<file path="src/hw/rtl/assert_macros.svh">
// Assertion macros shared by the RTL of the single-wire bus master.
// Standalone header; define NO_ASSERTIONS to compile the checks out.
`ifndef ASSERT_MACROS_SVH
`define ASSERT_MACROS_SVH

`ifndef NO_ASSERTIONS
`define ASSERT_ALWAYS(name, clk, rst_n, prop) \
    name: assert property (@(posedge clk) disable iff (!rst_n) (prop)) \
        else $error("assertion failed");
`define ASSERT_NEXT(name, clk, rst_n, ante, cons) \
    name: assert property (@(posedge clk) disable iff (!rst_n) (ante) |=> (cons)) \
        else $error("assertion failed");
`else
`define ASSERT_ALWAYS(name, clk, rst_n, prop)
`define ASSERT_NEXT(name, clk, rst_n, ante, cons)
`endif

`endif

</file>
<file path="src/hw/rtl/owbm_pkg.sv">
// Shared types and constants of the single-wire bus master.
// No dependencies; used by the channel interfaces and the top level.
package owbm_pkg;

    localparam int COUNT_WIDTH_DEF = 10;
    localparam int BITS_PER_BYTE   = 8;
    localparam int BIT_IDX_W       = $clog2(BITS_PER_BYTE);
    localparam int CFG_W           = 10;
    localparam int SHORT_W         = 4;
    localparam int CFG_IDX_W       = 3;
    localparam int REQ_W           = 2;

    typedef enum logic [REQ_W-1:0] {
        REQ_TICK  = 2'd0,
        REQ_RESET = 2'd1,
        REQ_WRITE = 2'd2,
        REQ_READ  = 2'd3
    } t_req;

    typedef enum logic [CFG_IDX_W-1:0] {
        CFG_RESET_LOW     = 3'd0,
        CFG_PRESENCE_WAIT = 3'd1,
        CFG_RESET_TAIL    = 3'd2,
        CFG_SLOT_LOW      = 3'd3,
        CFG_WRITE_SLOT    = 3'd4,
        CFG_READ_SAMPLE   = 3'd5,
        CFG_READ_TAIL     = 3'd6,
        CFG_RECOVERY      = 3'd7
    } t_cfg_idx;

    localparam logic [CFG_W-1:0]   RST_RESET_LOW     = 10'd500;
    localparam logic [CFG_W-1:0]   RST_PRESENCE_WAIT = 10'd70;
    localparam logic [CFG_W-1:0]   RST_RESET_TAIL    = 10'd500;
    localparam logic [SHORT_W-1:0] RST_SLOT_LOW      = 4'd1;
    localparam logic [CFG_W-1:0]   RST_WRITE_SLOT    = 10'd50;
    localparam logic [CFG_W-1:0]   RST_READ_SAMPLE   = 10'd6;
    localparam logic [CFG_W-1:0]   RST_READ_TAIL     = 10'd60;
    localparam logic [SHORT_W-1:0] RST_RECOVERY      = 4'd1;

    typedef enum logic [11:0] {
        PH_IDLE     = 12'b0000_0000_0001,
        PH_RST_LOW  = 12'b0000_0000_0010,
        PH_RST_WAIT = 12'b0000_0000_0100,
        PH_RST_SAMP = 12'b0000_0000_1000,
        PH_RST_TAIL = 12'b0000_0001_0000,
        PH_WR_SLOT  = 12'b0000_0010_0000,
        PH_WR_REC   = 12'b0000_0100_0000,
        PH_RD_LOW   = 12'b0000_1000_0000,
        PH_RD_WAIT  = 12'b0001_0000_0000,
        PH_RD_SAMP  = 12'b0010_0000_0000,
        PH_RD_TAIL  = 12'b0100_0000_0000,
        PH_RD_REC   = 12'b1000_0000_0000
    } t_phase;

endpackage

</file>
<file path="src/hw/rtl/owbm_if.sv">
// Valid/ready channel interfaces of the single-wire bus master: tick input,
// per-tick result and register write. Depends on owbm_pkg.
interface owbm_in_if;
    logic                           valid;
    logic                           ready;
    logic [owbm_pkg::REQ_W-1:0]     req_type;
    logic [owbm_pkg::BITS_PER_BYTE-1:0] data_byte;
    logic                           line_in;

    modport source (output valid, req_type, data_byte, line_in, input ready);
    modport sink   (input valid, req_type, data_byte, line_in, output ready);
endinterface

interface owbm_out_if;
    logic                           valid;
    logic                           ready;
    logic                           drive_low;
    logic                           busy_res;
    logic                           done_res;
    logic [owbm_pkg::BITS_PER_BYTE-1:0] read_byte;
    logic                           presence;

    modport source (output valid, drive_low, busy_res, done_res, read_byte, presence,
                    input ready);
    modport sink   (input valid, drive_low, busy_res, done_res, read_byte, presence,
                    output ready);
endinterface

interface owbm_cfg_if;
    logic                           valid;
    logic                           ready;
    logic [owbm_pkg::CFG_IDX_W-1:0] reg_idx;
    logic [owbm_pkg::CFG_W-1:0]     wr_data;

    modport source (output valid, reg_idx, wr_data, input ready);
    modport sink   (input valid, reg_idx, wr_data, output ready);
endinterface

</file>
<file path="src/hw/rtl/one_wire_bus_master.sv">
// Single-wire bus master: one input transfer is one microsecond tick and gives
// exactly one result transfer with the line drive, busy, done, last read byte and
// presence flag. Every tick is handled combinationally between the state
// registers and the result register, so a tick can be taken every cycle while
// the result is not stalled; the result appears in the cycle after its transfer,
// and the only stall is a full result register whose sink is not ready. Timing
// registers are written through the configuration channel, which is always ready.
// Depends on owbm_pkg, owbm_if.sv and assert_macros.svh.
`include "assert_macros.svh"

module one_wire_bus_master #(
    parameter int COUNT_WIDTH = owbm_pkg::COUNT_WIDTH_DEF
) (
    input  logic       i_clk,
    input  logic       i_rst_n,
    owbm_in_if.sink    i_req,
    owbm_cfg_if.sink   i_cfg,
    owbm_out_if.source o_res
);

    localparam int CW = COUNT_WIDTH;
    localparam int NB = owbm_pkg::BITS_PER_BYTE;
    localparam int BW = owbm_pkg::BIT_IDX_W;
    localparam int FW = owbm_pkg::CFG_W;
    localparam int SW = owbm_pkg::SHORT_W;
    localparam logic [CW-1:0] COUNT_MAX = '1;

    typedef struct packed {
        owbm_pkg::t_phase phase;
        logic [BW-1:0]    bi;
        logic [NB-1:0]    sb;
        logic [NB-1:0]    rx;
    } t_walk;

    logic [FW-1:0] r_cfg_reset_low, r_cfg_presence_wait, r_cfg_reset_tail;
    logic [FW-1:0] r_cfg_write_slot, r_cfg_read_sample, r_cfg_read_tail;
    logic [SW-1:0] r_cfg_slot_low, r_cfg_recovery;

    owbm_pkg::t_phase r_phase, n_phase;
    logic [CW-1:0]    r_cnt, n_cnt;
    logic [BW-1:0]    r_bi, n_bi;
    logic [NB-1:0]    r_sb, n_sb;
    logic [NB-1:0]    r_rx, n_rx;
    logic             r_pres, n_pres;

    logic             r_out_valid;
    logic             r_drive, n_drive;
    logic             r_busy, n_busy;
    logic             r_done, n_done;

    logic             in_acc;
    logic             start;
    t_walk            w;
    logic [CW-1:0]    cnt;

    function automatic logic [FW-1:0] at_least_one(logic [FW-1:0] v);
        return (v == '0) ? FW'(1) : v;
    endfunction

    function automatic logic [CW-1:0] sat(logic [FW-1:0] v);
        logic [FW+CW-1:0] wide;
        wide = {{CW{1'b0}}, v};
        if (wide > {{FW{1'b0}}, COUNT_MAX}) begin
            return COUNT_MAX;
        end
        return wide[CW-1:0];
    endfunction

    function automatic logic [CW-1:0] phase_len(owbm_pkg::t_phase p);
        logic [CW-1:0] n;
        case (p)
            owbm_pkg::PH_RST_LOW:  n = sat(at_least_one(r_cfg_reset_low));
            owbm_pkg::PH_RST_WAIT: n = sat(at_least_one(r_cfg_presence_wait));
            owbm_pkg::PH_RST_TAIL: n = sat(r_cfg_reset_tail);
            owbm_pkg::PH_WR_SLOT:  n = sat(at_least_one(r_cfg_write_slot));
            owbm_pkg::PH_RD_LOW:   n = sat(at_least_one({{(FW-SW){1'b0}}, r_cfg_slot_low}));
            owbm_pkg::PH_RD_WAIT:  n = sat(r_cfg_read_sample);
            owbm_pkg::PH_RD_TAIL:  n = sat(r_cfg_read_tail);
            owbm_pkg::PH_WR_REC,
            owbm_pkg::PH_RD_REC:   n = sat({{(FW-SW){1'b0}}, r_cfg_recovery});
            owbm_pkg::PH_RST_SAMP,
            owbm_pkg::PH_RD_SAMP:  n = CW'(1);
            default:               n = '0;
        endcase
        return n;
    endfunction

    function automatic t_walk leave(t_walk v);
        t_walk r;
        logic  last;
        r    = v;
        last = (v.bi == BW'(NB - 1));
        case (v.phase)
            owbm_pkg::PH_RST_LOW:  r.phase = owbm_pkg::PH_RST_WAIT;
            owbm_pkg::PH_RST_WAIT: r.phase = owbm_pkg::PH_RST_SAMP;
            owbm_pkg::PH_RST_SAMP: r.phase = owbm_pkg::PH_RST_TAIL;
            owbm_pkg::PH_WR_SLOT: begin
                if (last) begin
                    r.phase = owbm_pkg::PH_IDLE;
                end else begin
                    r.bi    = v.bi + 1'b1;
                    r.sb    = {1'b0, v.sb[NB-1:1]};
                    r.phase = owbm_pkg::PH_WR_REC;
                end
            end
            owbm_pkg::PH_WR_REC:   r.phase = owbm_pkg::PH_WR_SLOT;
            owbm_pkg::PH_RD_LOW:   r.phase = owbm_pkg::PH_RD_WAIT;
            owbm_pkg::PH_RD_WAIT:  r.phase = owbm_pkg::PH_RD_SAMP;
            owbm_pkg::PH_RD_SAMP:  r.phase = owbm_pkg::PH_RD_TAIL;
            owbm_pkg::PH_RD_TAIL: begin
                if (last) begin
                    r.rx    = v.sb;
                    r.phase = owbm_pkg::PH_IDLE;
                end else begin
                    r.bi    = v.bi + 1'b1;
                    r.phase = owbm_pkg::PH_RD_REC;
                end
            end
            owbm_pkg::PH_RD_REC:   r.phase = owbm_pkg::PH_RD_LOW;
            default:               r.phase = owbm_pkg::PH_IDLE;
        endcase
        return r;
    endfunction

    assign i_cfg.ready = 1'b1;
    assign i_req.ready = !r_out_valid || o_res.ready;
    assign in_acc      = i_req.valid && i_req.ready;

    always_ff @(posedge i_clk) begin
        if (!i_rst_n) begin
            r_cfg_reset_low     <= owbm_pkg::RST_RESET_LOW;
            r_cfg_presence_wait <= owbm_pkg::RST_PRESENCE_WAIT;
            r_cfg_reset_tail    <= owbm_pkg::RST_RESET_TAIL;
            r_cfg_slot_low      <= owbm_pkg::RST_SLOT_LOW;
            r_cfg_write_slot    <= owbm_pkg::RST_WRITE_SLOT;
            r_cfg_read_sample   <= owbm_pkg::RST_READ_SAMPLE;
            r_cfg_read_tail     <= owbm_pkg::RST_READ_TAIL;
            r_cfg_recovery      <= owbm_pkg::RST_RECOVERY;
        end else if (i_cfg.valid && i_cfg.ready) begin
            case (owbm_pkg::t_cfg_idx'(i_cfg.reg_idx))
                owbm_pkg::CFG_RESET_LOW:     r_cfg_reset_low     <= i_cfg.wr_data;
                owbm_pkg::CFG_PRESENCE_WAIT: r_cfg_presence_wait <= i_cfg.wr_data;
                owbm_pkg::CFG_RESET_TAIL:    r_cfg_reset_tail    <= i_cfg.wr_data;
                owbm_pkg::CFG_SLOT_LOW:      r_cfg_slot_low      <= i_cfg.wr_data[SW-1:0];
                owbm_pkg::CFG_WRITE_SLOT:    r_cfg_write_slot    <= i_cfg.wr_data;
                owbm_pkg::CFG_READ_SAMPLE:   r_cfg_read_sample   <= i_cfg.wr_data;
                owbm_pkg::CFG_READ_TAIL:     r_cfg_read_tail     <= i_cfg.wr_data;
                owbm_pkg::CFG_RECOVERY:      r_cfg_recovery      <= i_cfg.wr_data[SW-1:0];
                default: ;
            endcase
        end
    end

    always_comb begin
        start    = (r_phase == owbm_pkg::PH_IDLE) &&
                   (owbm_pkg::t_req'(i_req.req_type) != owbm_pkg::REQ_TICK);
        w.phase  = r_phase;
        w.bi     = r_bi;
        w.sb     = r_sb;
        w.rx     = r_rx;
        cnt      = r_cnt;
        n_pres   = r_pres;
        n_drive  = 1'b0;
        n_busy   = 1'b0;
        n_done   = 1'b0;

        if (start) begin
            cnt  = '0;
            w.bi = '0;
            case (owbm_pkg::t_req'(i_req.req_type))
                owbm_pkg::REQ_RESET: begin
                    w.phase = owbm_pkg::PH_RST_LOW;
                    w.sb    = '0;
                end
                owbm_pkg::REQ_WRITE: begin
                    w.phase = owbm_pkg::PH_WR_SLOT;
                    w.sb    = i_req.data_byte;
                end
                default: begin
                    w.phase = owbm_pkg::PH_RD_LOW;
                    w.sb    = '0;
                end
            endcase
        end

        if (w.phase != owbm_pkg::PH_IDLE) begin
            n_busy = 1'b1;
            case (w.phase)
                owbm_pkg::PH_RST_LOW,
                owbm_pkg::PH_RD_LOW:   n_drive = 1'b1;
                owbm_pkg::PH_WR_SLOT:  n_drive = w.sb[0] ?
                    (cnt < CW'(at_least_one({{(FW-SW){1'b0}}, r_cfg_slot_low}))) : 1'b1;
                owbm_pkg::PH_RST_SAMP: n_pres = !i_req.line_in;
                owbm_pkg::PH_RD_SAMP:  w.sb = {i_req.line_in, w.sb[NB-1:1]};
                default: ;
            endcase
            cnt = cnt + 1'b1;
            if (cnt >= phase_len(w.phase)) begin
                w   = leave(w);
                cnt = '0;
                // zero-length waits fall through, at most two in a row
                for (int k = 0; k < 2; k++) begin
                    if (w.phase != owbm_pkg::PH_IDLE && phase_len(w.phase) == '0) begin
                        w = leave(w);
                    end
                end
                n_done = (w.phase == owbm_pkg::PH_IDLE);
            end
        end

        n_phase = w.phase;
        n_cnt   = cnt;
        n_bi    = w.bi;
        n_sb    = w.sb;
        n_rx    = w.rx;
    end

    always_ff @(posedge i_clk) begin
        if (!i_rst_n) begin
            r_phase     <= owbm_pkg::PH_IDLE;
            r_cnt       <= '0;
            r_bi        <= '0;
            r_sb        <= '0;
            r_rx        <= '0;
            r_pres      <= 1'b0;
            r_out_valid <= 1'b0;
        end else if (in_acc) begin
            r_phase     <= n_phase;
            r_cnt       <= n_cnt;
            r_bi        <= n_bi;
            r_sb        <= n_sb;
            r_rx        <= n_rx;
            r_pres      <= n_pres;
            r_out_valid <= 1'b1;
        end else if (o_res.ready) begin
            r_out_valid <= 1'b0;
        end
    end

    always_ff @(posedge i_clk) begin
        if (in_acc) begin
            r_drive <= n_drive;
            r_busy  <= n_busy;
            r_done  <= n_done;
        end
    end

    assign o_res.valid     = r_out_valid;
    assign o_res.drive_low = r_drive;
    assign o_res.busy_res  = r_busy;
    assign o_res.done_res  = r_done;
    assign o_res.read_byte = r_rx;
    assign o_res.presence  = r_pres;

    `ASSERT_ALWAYS(a_phase_onehot, i_clk, i_rst_n, $onehot(r_phase))
    `ASSERT_ALWAYS(a_done_idle, i_clk, i_rst_n, !(r_out_valid && r_done) || (r_phase == owbm_pkg::PH_IDLE))
    `ASSERT_NEXT(a_idle_quiet, i_clk, i_rst_n, in_acc && !start && r_phase == owbm_pkg::PH_IDLE, !r_busy && !r_drive && !r_done)

endmodule
</file>
<file path="src/flat_wrapper.sv">
// flat-port wrapper written by rule: the top's interface ports become plain ports
module one_wire_bus_master_flat 
#(
    parameter int COUNT_WIDTH = owbm_pkg::COUNT_WIDTH_DEF
)
  (i_clk, i_rst_n, i_req_valid, i_req_req_type, i_req_data_byte, i_req_line_in, i_req_ready, i_cfg_valid, i_cfg_reg_idx, i_cfg_wr_data, i_cfg_ready, o_res_valid, o_res_drive_low, o_res_busy_res, o_res_done_res, o_res_read_byte, o_res_presence, o_res_ready);
  owbm_in_if i_req_i ();
  owbm_cfg_if i_cfg_i ();
  owbm_out_if o_res_i ();
  input  logic i_clk;
  input  logic i_rst_n;
  input wire logic [$bits(i_req_i.valid)-1:0] i_req_valid;
  input wire logic [$bits(i_req_i.req_type)-1:0] i_req_req_type;
  input wire logic [$bits(i_req_i.data_byte)-1:0] i_req_data_byte;
  input wire logic [$bits(i_req_i.line_in)-1:0] i_req_line_in;
  output wire logic [$bits(i_req_i.ready)-1:0] i_req_ready;
  input wire logic [$bits(i_cfg_i.valid)-1:0] i_cfg_valid;
  input wire logic [$bits(i_cfg_i.reg_idx)-1:0] i_cfg_reg_idx;
  input wire logic [$bits(i_cfg_i.wr_data)-1:0] i_cfg_wr_data;
  output wire logic [$bits(i_cfg_i.ready)-1:0] i_cfg_ready;
  output wire logic [$bits(o_res_i.valid)-1:0] o_res_valid;
  output wire logic [$bits(o_res_i.drive_low)-1:0] o_res_drive_low;
  output wire logic [$bits(o_res_i.busy_res)-1:0] o_res_busy_res;
  output wire logic [$bits(o_res_i.done_res)-1:0] o_res_done_res;
  output wire logic [$bits(o_res_i.read_byte)-1:0] o_res_read_byte;
  output wire logic [$bits(o_res_i.presence)-1:0] o_res_presence;
  input wire logic [$bits(o_res_i.ready)-1:0] o_res_ready;
  assign i_req_i.valid = i_req_valid;
  assign i_req_i.req_type = i_req_req_type;
  assign i_req_i.data_byte = i_req_data_byte;
  assign i_req_i.line_in = i_req_line_in;
  assign i_req_ready = i_req_i.ready;
  assign i_cfg_i.valid = i_cfg_valid;
  assign i_cfg_i.reg_idx = i_cfg_reg_idx;
  assign i_cfg_i.wr_data = i_cfg_wr_data;
  assign i_cfg_ready = i_cfg_i.ready;
  assign o_res_valid = o_res_i.valid;
  assign o_res_drive_low = o_res_i.drive_low;
  assign o_res_busy_res = o_res_i.busy_res;
  assign o_res_done_res = o_res_i.done_res;
  assign o_res_read_byte = o_res_i.read_byte;
  assign o_res_presence = o_res_i.presence;
  assign o_res_i.ready = o_res_ready;
  one_wire_bus_master #(.COUNT_WIDTH(COUNT_WIDTH)) u_core (.i_clk(i_clk), .i_rst_n(i_rst_n), .i_req(i_req_i), .i_cfg(i_cfg_i), .o_res(o_res_i));
endmodule
</file>
<file path="config.mk">
export PLATFORM = sky130hd
export DESIGN_NAME = one_wire_bus_master_flat
export DESIGN_NICKNAME = d
export VERILOG_FILES = /design/src/hw/rtl/owbm_pkg.sv /design/src/hw/rtl/owbm_if.sv /design/src/hw/rtl/one_wire_bus_master.sv /design/src/flat_wrapper.sv
export VERILOG_INCLUDE_DIRS = /design/src /design/src/hw/rtl
export SDC_FILE = /design/constraint.sdc
export NUM_CORES = 1
export LEC_CHECK = 0
export BUFFER_PORTS_ARGS = -buffer_cell sky130_fd_sc_hd__buf_4
export CAP_MARGIN = 30
export CORE_UTILIZATION = 50
export DETAILED_ROUTE_END_ITERATION = 6
export GPL_TIMING_DRIVEN = 0
export HOLD_SLACK_MARGIN = 0.06
export PLACE_DENSITY = 0.74
export SYNTH_ARGS = -nofsm -noshare
export SYNTH_HDL_FRONTEND = slang
export SYNTH_SLANG_ARGS = --single-unit
</file>
<file path="constraint.sdc">
create_clock -name i_clk -period 12.2 [get_ports i_clk]
set_clock_uncertainty 0.05 [all_clocks]
set_input_delay 0 -clock i_clk [delete_from_list [all_inputs] [get_ports i_clk]]
set_output_delay 0 -clock i_clk [all_outputs]
set_load 0.1 [all_outputs]
</file>
# Yosys cells after proc, flatten, opt, wreduce, memory -nomap -nowiden
# Cells that the tools add are included.
# word_totals
register_bits	114
inputBits	29
out_inout_bits	15
wordCells	172
# op_classes
addsub	4
n_lt_le_gt_ge	2
eq_ne	50
mux	64
reduce_logical	34
# op_table
operator	n
$pmux 12 s10	3
$pmux 10 s9	3
$mux 31	8
$mux 10	11
$mux 8	12
$mux 12	5
$logic_not 10->1	5
$eq 12x10->1 const B	3
$eq 12x11->1 const B	3
$eq 12x12->1 const B	3
$eq 12x2->1 const B	3
$eq 12x3->1 const B	3
$eq 12x4->1 const B	3
$eq 12x5->1 const B	3
$eq 12x6->1 const B	3
$eq 12x7->1 const B	3
$eq 12x8->1 const B	3
$eq 12x9->1 const B	3
$ne 12x1->1 const B	3
$mux 11	3
$eq 12x1->1 const B	2
$mux 23	1
$eq 3x3->1 const B	7
$mux 7	3
other kinds (23)	55

# Longest topological paths before layout
# logic_depth
word_depth	32
ltp_mapped	22
mapped_depth_nobuf	20

# Worst setup path before layout
# No wires, ideal clock.
# synth_path
kind	reg-to-reg
startpoint	register u_core.r_phase[10]
endpoint	register u_core.r_sb[2]
setup_time_ps	115
t_arrival_ps	4731
t_required_ps	12035
setup_slack_ps	7304
stages_incl_launch_ff	20
n_path_buf	3
synth_period_minus_slack_ps	4896
path_cell_list	dfxtp_1 > buf_6 > or4_4 > buf_6 > or4_4 > a21oi_1 > nand2_1 > nor4_1 > clkbuf_1 > a22oi_1 > nand3_1 > a21oi_1 > ha_1 > or3_1 > a221oi_1 > o21ai_1 > a21oi_1 > mux2i_1 > o21ai_0 > and2_1
# synth_between
elab_chain_len	30
elab_cells_between_ends	95
classes_between	add/sub (3); order compare (1); eq/ne (40); mux (40); reduce/logical (11)
# synth_lines
element	line	rtl
from (decl)	one_wire_bus_master.sv:39	owbm_pkg::t_phase r_phase, n_phase;
from (signal assigned)	one_wire_bus_master.sv:220	r_phase <= owbm_pkg::PH_IDLE;
from (signal assigned)	one_wire_bus_master.sv:228	r_phase <= n_phase;
$eq 12x1->1	one_wire_bus_master.sv:155	start = (r_phase == owbm_pkg::PH_IDLE) &&
$logic_and 1x1->1	one_wire_bus_master.sv:155	
$mux 23	one_wire_bus_master.sv:167	if (start) begin
$eq 3x3->1	one_wire_bus_master.sv:92	last = (v.bi == BW'(NB - 1));
$mux 12 or $mux 7 (tied branches)	one_wire_bus_master.sv:111, one_wire_bus_master.sv:98	
$pmux 12 s10	one_wire_bus_master.sv:93	case (v.phase)
$mux 12	one_wire_bus_master.sv:198	if (cnt >= phase_len(w.phase)) begin
$mux 12	one_wire_bus_master.sv:186	if (w.phase != owbm_pkg::PH_IDLE) begin
[... 14 more ...]	n/a	
$mux 10	one_wire_bus_master.sv:186	
$logic_not 10->1	one_wire_bus_master.sv:203	if (w.phase != owbm_pkg::PH_IDLE && phase_len(w.phase) == '0) begin
$logic_and 1x1->1	one_wire_bus_master.sv:203	
$mux 31	one_wire_bus_master.sv:203	
$mux 31	one_wire_bus_master.sv:198	
$mux 31	one_wire_bus_master.sv:186	
$mux 31	one_wire_bus_master.sv:198	
$mux 31 (*)	one_wire_bus_master.sv:186	
to (signal assigned)	one_wire_bus_master.sv:231	r_sb <= n_sb;
to (decl)	one_wire_bus_master.sv:42	logic [NB-1:0] r_sb, n_sb;
# Every way passes the cells marked *; elsewhere a longest branch is shown, timed or not. The select of a mux whose other input is x is not followed.
# A chain may end at the register's enable or synchronous reset.

# Worst setup path after layout
# layout_path
startpoint	register u_core.r_phase[10]
endpoint	register u_core.r_rx[7] (netlist: u_core.o_res.read_byte[7])
# layout_between
elab_chain_len	28
elab_cells_between_ends	98
classes_between	add/sub (3); order compare (1); eq/ne (40); mux (42); reduce/logical (12)
# layout_lines
element	line	rtl
$eq 12x1->1	one_wire_bus_master.sv:155	
$logic_and 1x1->1	one_wire_bus_master.sv:155	
$mux 23	one_wire_bus_master.sv:167	
$eq 3x3->1	one_wire_bus_master.sv:92	
$mux 12 or $mux 7 (tied branches)	one_wire_bus_master.sv:111, one_wire_bus_master.sv:98	
$pmux 12 s10	one_wire_bus_master.sv:93	
$mux 12	one_wire_bus_master.sv:198	
$mux 12	one_wire_bus_master.sv:186	
[... 12 more ...]	n/a	
$pmux 10 s9	one_wire_bus_master.sv:71	case (p)
$mux 10	one_wire_bus_master.sv:198	
$mux 10	one_wire_bus_master.sv:186	
$logic_not 10->1	one_wire_bus_master.sv:203	
$logic_and 1x1->1	one_wire_bus_master.sv:203	
$mux 31	one_wire_bus_master.sv:203	
$mux 31	one_wire_bus_master.sv:198	
$mux 31	one_wire_bus_master.sv:186	
to (signal assigned)	one_wire_bus_master.sv:232	r_rx <= n_rx;
to (decl)	one_wire_bus_master.sv:43	logic [NB-1:0] r_rx, n_rx;
# Several ways; a longest one is shown, not always the timed one. The select of a mux whose other input is x is not followed.

==> reports/qor.txt <==
Status = finished with violations
Failing checks = DRC
Slew HR = 42.4%
Post-route DRC = 1
Antenna violations before repair = 0
Clk buf depth = 2
Post-synth top flop = dfxtp_1
Cells after synthesis = 862
CP Launch Point = u_core.r_phase[10]$_SDFFE_PN0P_
CP Class = register to register
Overflow after GRT = 0
Port buffer count = 33
Tmin final = 6.37 ns
Die width = 118 um
Type of the tightest min-delay check = primary input to register
CP max FO = 10
Adder-cell share of the synthesized area = 3.56%
Comb power frac = 39.4%
Register bit total from synthesis = 114
Net Sw Frac = 40.7%
# nets final = 982
Synth cell types = 71
Final Slew Violations = 0
Number of global-route vias before repair = 6,338
GRT Overall Usage = 32.5%
Mux cell area share after synthesis = 3.20%
Vias per inst = 6.16
Endpoints failing setup = 0
Reg2Reg Launch Point = u_core.r_phase[10]$_SDFFE_PN0P_
Setup_tns = 0 ns
Mapped Area = 0.00668 mm2
Post-Synth XOR/XNOR Area = 1.97%
Worst-skew pair later-pin latency = 0.43 ns
Row cnt = 41
Clk root buf = clkbuf_16
Initial core utilization = 52.1%
Share of layout cells above drive strength 1 = 10.2%
P_sw = 0.635 mW
PD cells = 196 mW/mm2
Fmax = 157 MHz
Part of the power in registers = 26.6%
Max-Cap Viols = 0
Worst EP arrival = 6.67 ns
R2R Setup Slk = 5.83 ns
Post-CTS resize count = 0
Post-DP HPWL = 16,100 um
Area Overhead vs Synth = 19.1%
Final Util = 62.0%
EDFF count, synth = 3
Drt wl/cell = 19.8 um
Leakage = 3.10 nW
First-pass GRT wire length = 34,700 um
RSZ-0062 raised after global routing = false
CP Capture Type = register
# diodes = 0
Synth warnings = 0
Area share of and/or/nand/nor cells after synthesis = 32.6%
Routed WL = 22,100 um
Clock power frac = 34.0%
Detailed Routing Iterations Pass 1 = 7
Internal Power = 0.926 mW
Worst-path clk slew = 0.06 ns
Most common cell after layout, fill and taps aside = nand2_1
Total core area = 0.0128 mm2
Register area share after synthesis = 34.6%
Hold_sp = i_req_data_byte[1]
Via count = 6,891
Pin count of the biggest net entering global routing = 17
Avg Cell Area, Syn = 7.75 um2
DRT iter0 DRCs = 788
# IOs = 44
Maximum vdd ir drop = 0.0967 mV
Post-route antenna net violation count = 0
Data required, critical path = 12.50 ns
CTS H-Tree Depth = 4
Tcrit/Tclk final = 52.2%
Clk sinks = 114
RD Place Congestion = 0.997
Commonest non-fill, non-tap cells in the layout = nand2_1 (202), dfxtp_1 (111), a21boi_0 (60), nand3_1 (57), nor2_1 (47)
DIE HEIGHT = 118 um
Final hold vios = 0
CTS tree = yes
Largest family of logic cells by synthesized area = simple AND/OR/NAND/NOR gates
Worst Setup Start Kind = register
Die area = 0.0138 mm2
Worst slew pin tran = 0.856 ns
Compound-gate portion of the synthesized area = 19.9%
Async set-reset flop share out of synthesis = 0%
TritonCTS buffer count = 17
Net count after synthesis = 910
==> timing repair <==
action                                  CTS  global route
buffers inserted                          0             0
endpoints found under the setup margin    0             0
hold endpoints to repair                 79             0
hold buffers                             17             0
==> routing by layer <==
layer  global-route usage [%]  wire length [um]
met1                     43.3              9520
met2                     49.6              9910
met3                     6.01              1830
met4                     18.1               892
met5                        0                 0
==> area by class of cell <==
cell class	count	area (um2)
tap	172	215
buffer	49	218
sequential	114	2310
clock buffer	21	482
clock inverter	11	149
timing repair buffer	53	433
multi-input combinational	684	4090
inverter	15	56.3
fill	1184	4870
==> kinds of logic after synthesis <==
kind of cell | Yosys count
other cells | 1
fa+ha+maj | 19
xor+xnor | 15
simple gates | 443
flops | 114
compound gates | 185
buf+inv | 64
mux | 21
==> cells in the mapped netlist (all sizes together) (3+ instances only) <==
master	n	area [um2]
nand2	202	758
dfxtp	111	2220
a21boi	64	484
nand3	57	285
nor2	47	176
clkbuf	39	146
nor2b	28	175
a21oi	26	130
nor4	26	190
o21ai	23	115
ha	19	238
mux2i	18	180
nor3	17	95.1
inv	14	52.6
and3	11	68.8
a222oi	10	100
buf	10	71.3
nand2b	10	65.1
nand4	10	62.6
xnor2	8	70.1
a22oi	7	52.6
and2	7	43.8
xor2	7	61.3
a211oi	6	50.1
o211ai	6	45.0
a221oi	5	43.8
a31oi	5	31.3
o21a	5	37.5
or3	5	31.3
a31o	4	35.0
and4	4	35.0
nor3b	4	30.0
or4	4	37.5
a21o	3	22.5
a22o	3	26.3
edfxtp	3	90.1
mux2	3	33.8
nor4b	3	56.3
o31ai	3	22.5
or2	3	18.8
==> state kept, by name, indices dropped and copies added, names as in the netlist <==
name,flops
u_core.r_sb,8
u_core.r_cfg_reset_low,10
u_core.o_res.presence,1
u_core.r_cfg_presence_wait,10
u_core.o_res.busy_res,1
u_core.r_cfg_slot_low,4
u_core.o_res.valid,1
u_core.r_phase,12
u_core.r_cfg_read_sample,10
u_core.r_cfg_write_slot,10
u_core.r_cfg_read_tail,10
u_core.r_cfg_recovery,4
u_core.o_res.done_res,1
u_core.r_cnt,10
u_core.r_bi,3
u_core.o_res.read_byte,8
u_core.o_res.drive_low,1
u_core.r_cfg_reset_tail,10
==> per-stage QoR <==
step	worst slack [ns]	cells	hold WS, ns	instance area [um2]	power, mW
2_1_floorplan	7.30	862	0.0740	6680	0.835
3_3_place_gp	5.94	1067	0.219	7140	1.01
3_5_place_dp	6.04	1070	0.226	7160	1.01
4_1_cts	6.02	1119	0.0946	7960	1.54
5_1_grt	5.41	1119	0.153	7960	1.62
6_report	5.83	1119	0.108	7960	1.56
==> power by group through the flow <==
stage          sequential (mW)  combinational [mW]  clock, mW
3_3_place_gp             0.421               0.593          0
6_report                 0.415               0.615      0.530
5_1_grt                  0.417               0.651      0.552
4_1_cts                  0.414               0.597      0.533
2_1_floorplan            0.458               0.378          0
3_5_place_dp             0.422               0.589          0
==> worst paths after layout <==
path                                                  to  cells past startpoint
hold / removal               u_core.r_sb[1]$_SDFFE_PN0P_                      6
setup reg to reg  u_core.o_res.read_byte[7]$_SDFFE_PN0P_                     20
hold reg to reg   u_core.o_res.read_byte[3]$_SDFFE_PN0P_                      2
setup / recovery  u_core.o_res.read_byte[7]$_SDFFE_PN0P_                     20
==> worst max-delay path: stages (launching register included) <==
cell,delay (ns)
dfxtp_1,0.30
buf_6,0.13
or4_4,0.48
buf_6,0.16
or4_4,0.50
a21oi_1,0.48
nand2_1,0.32
nor4_1,0.57
buf_2,0.36
a222oi_1,0.21
and2_1,0.27
ha_1,0.29
nand2_1,0.05
a21oi_1,0.17
nand2_1,0.10
o21ai_1,0.47
nand3_1,0.46
a21o_1,0.32
buf_4,0.18
or2_1,0.23
a21boi_1,0.16
(Power assumes the default switching activity.)
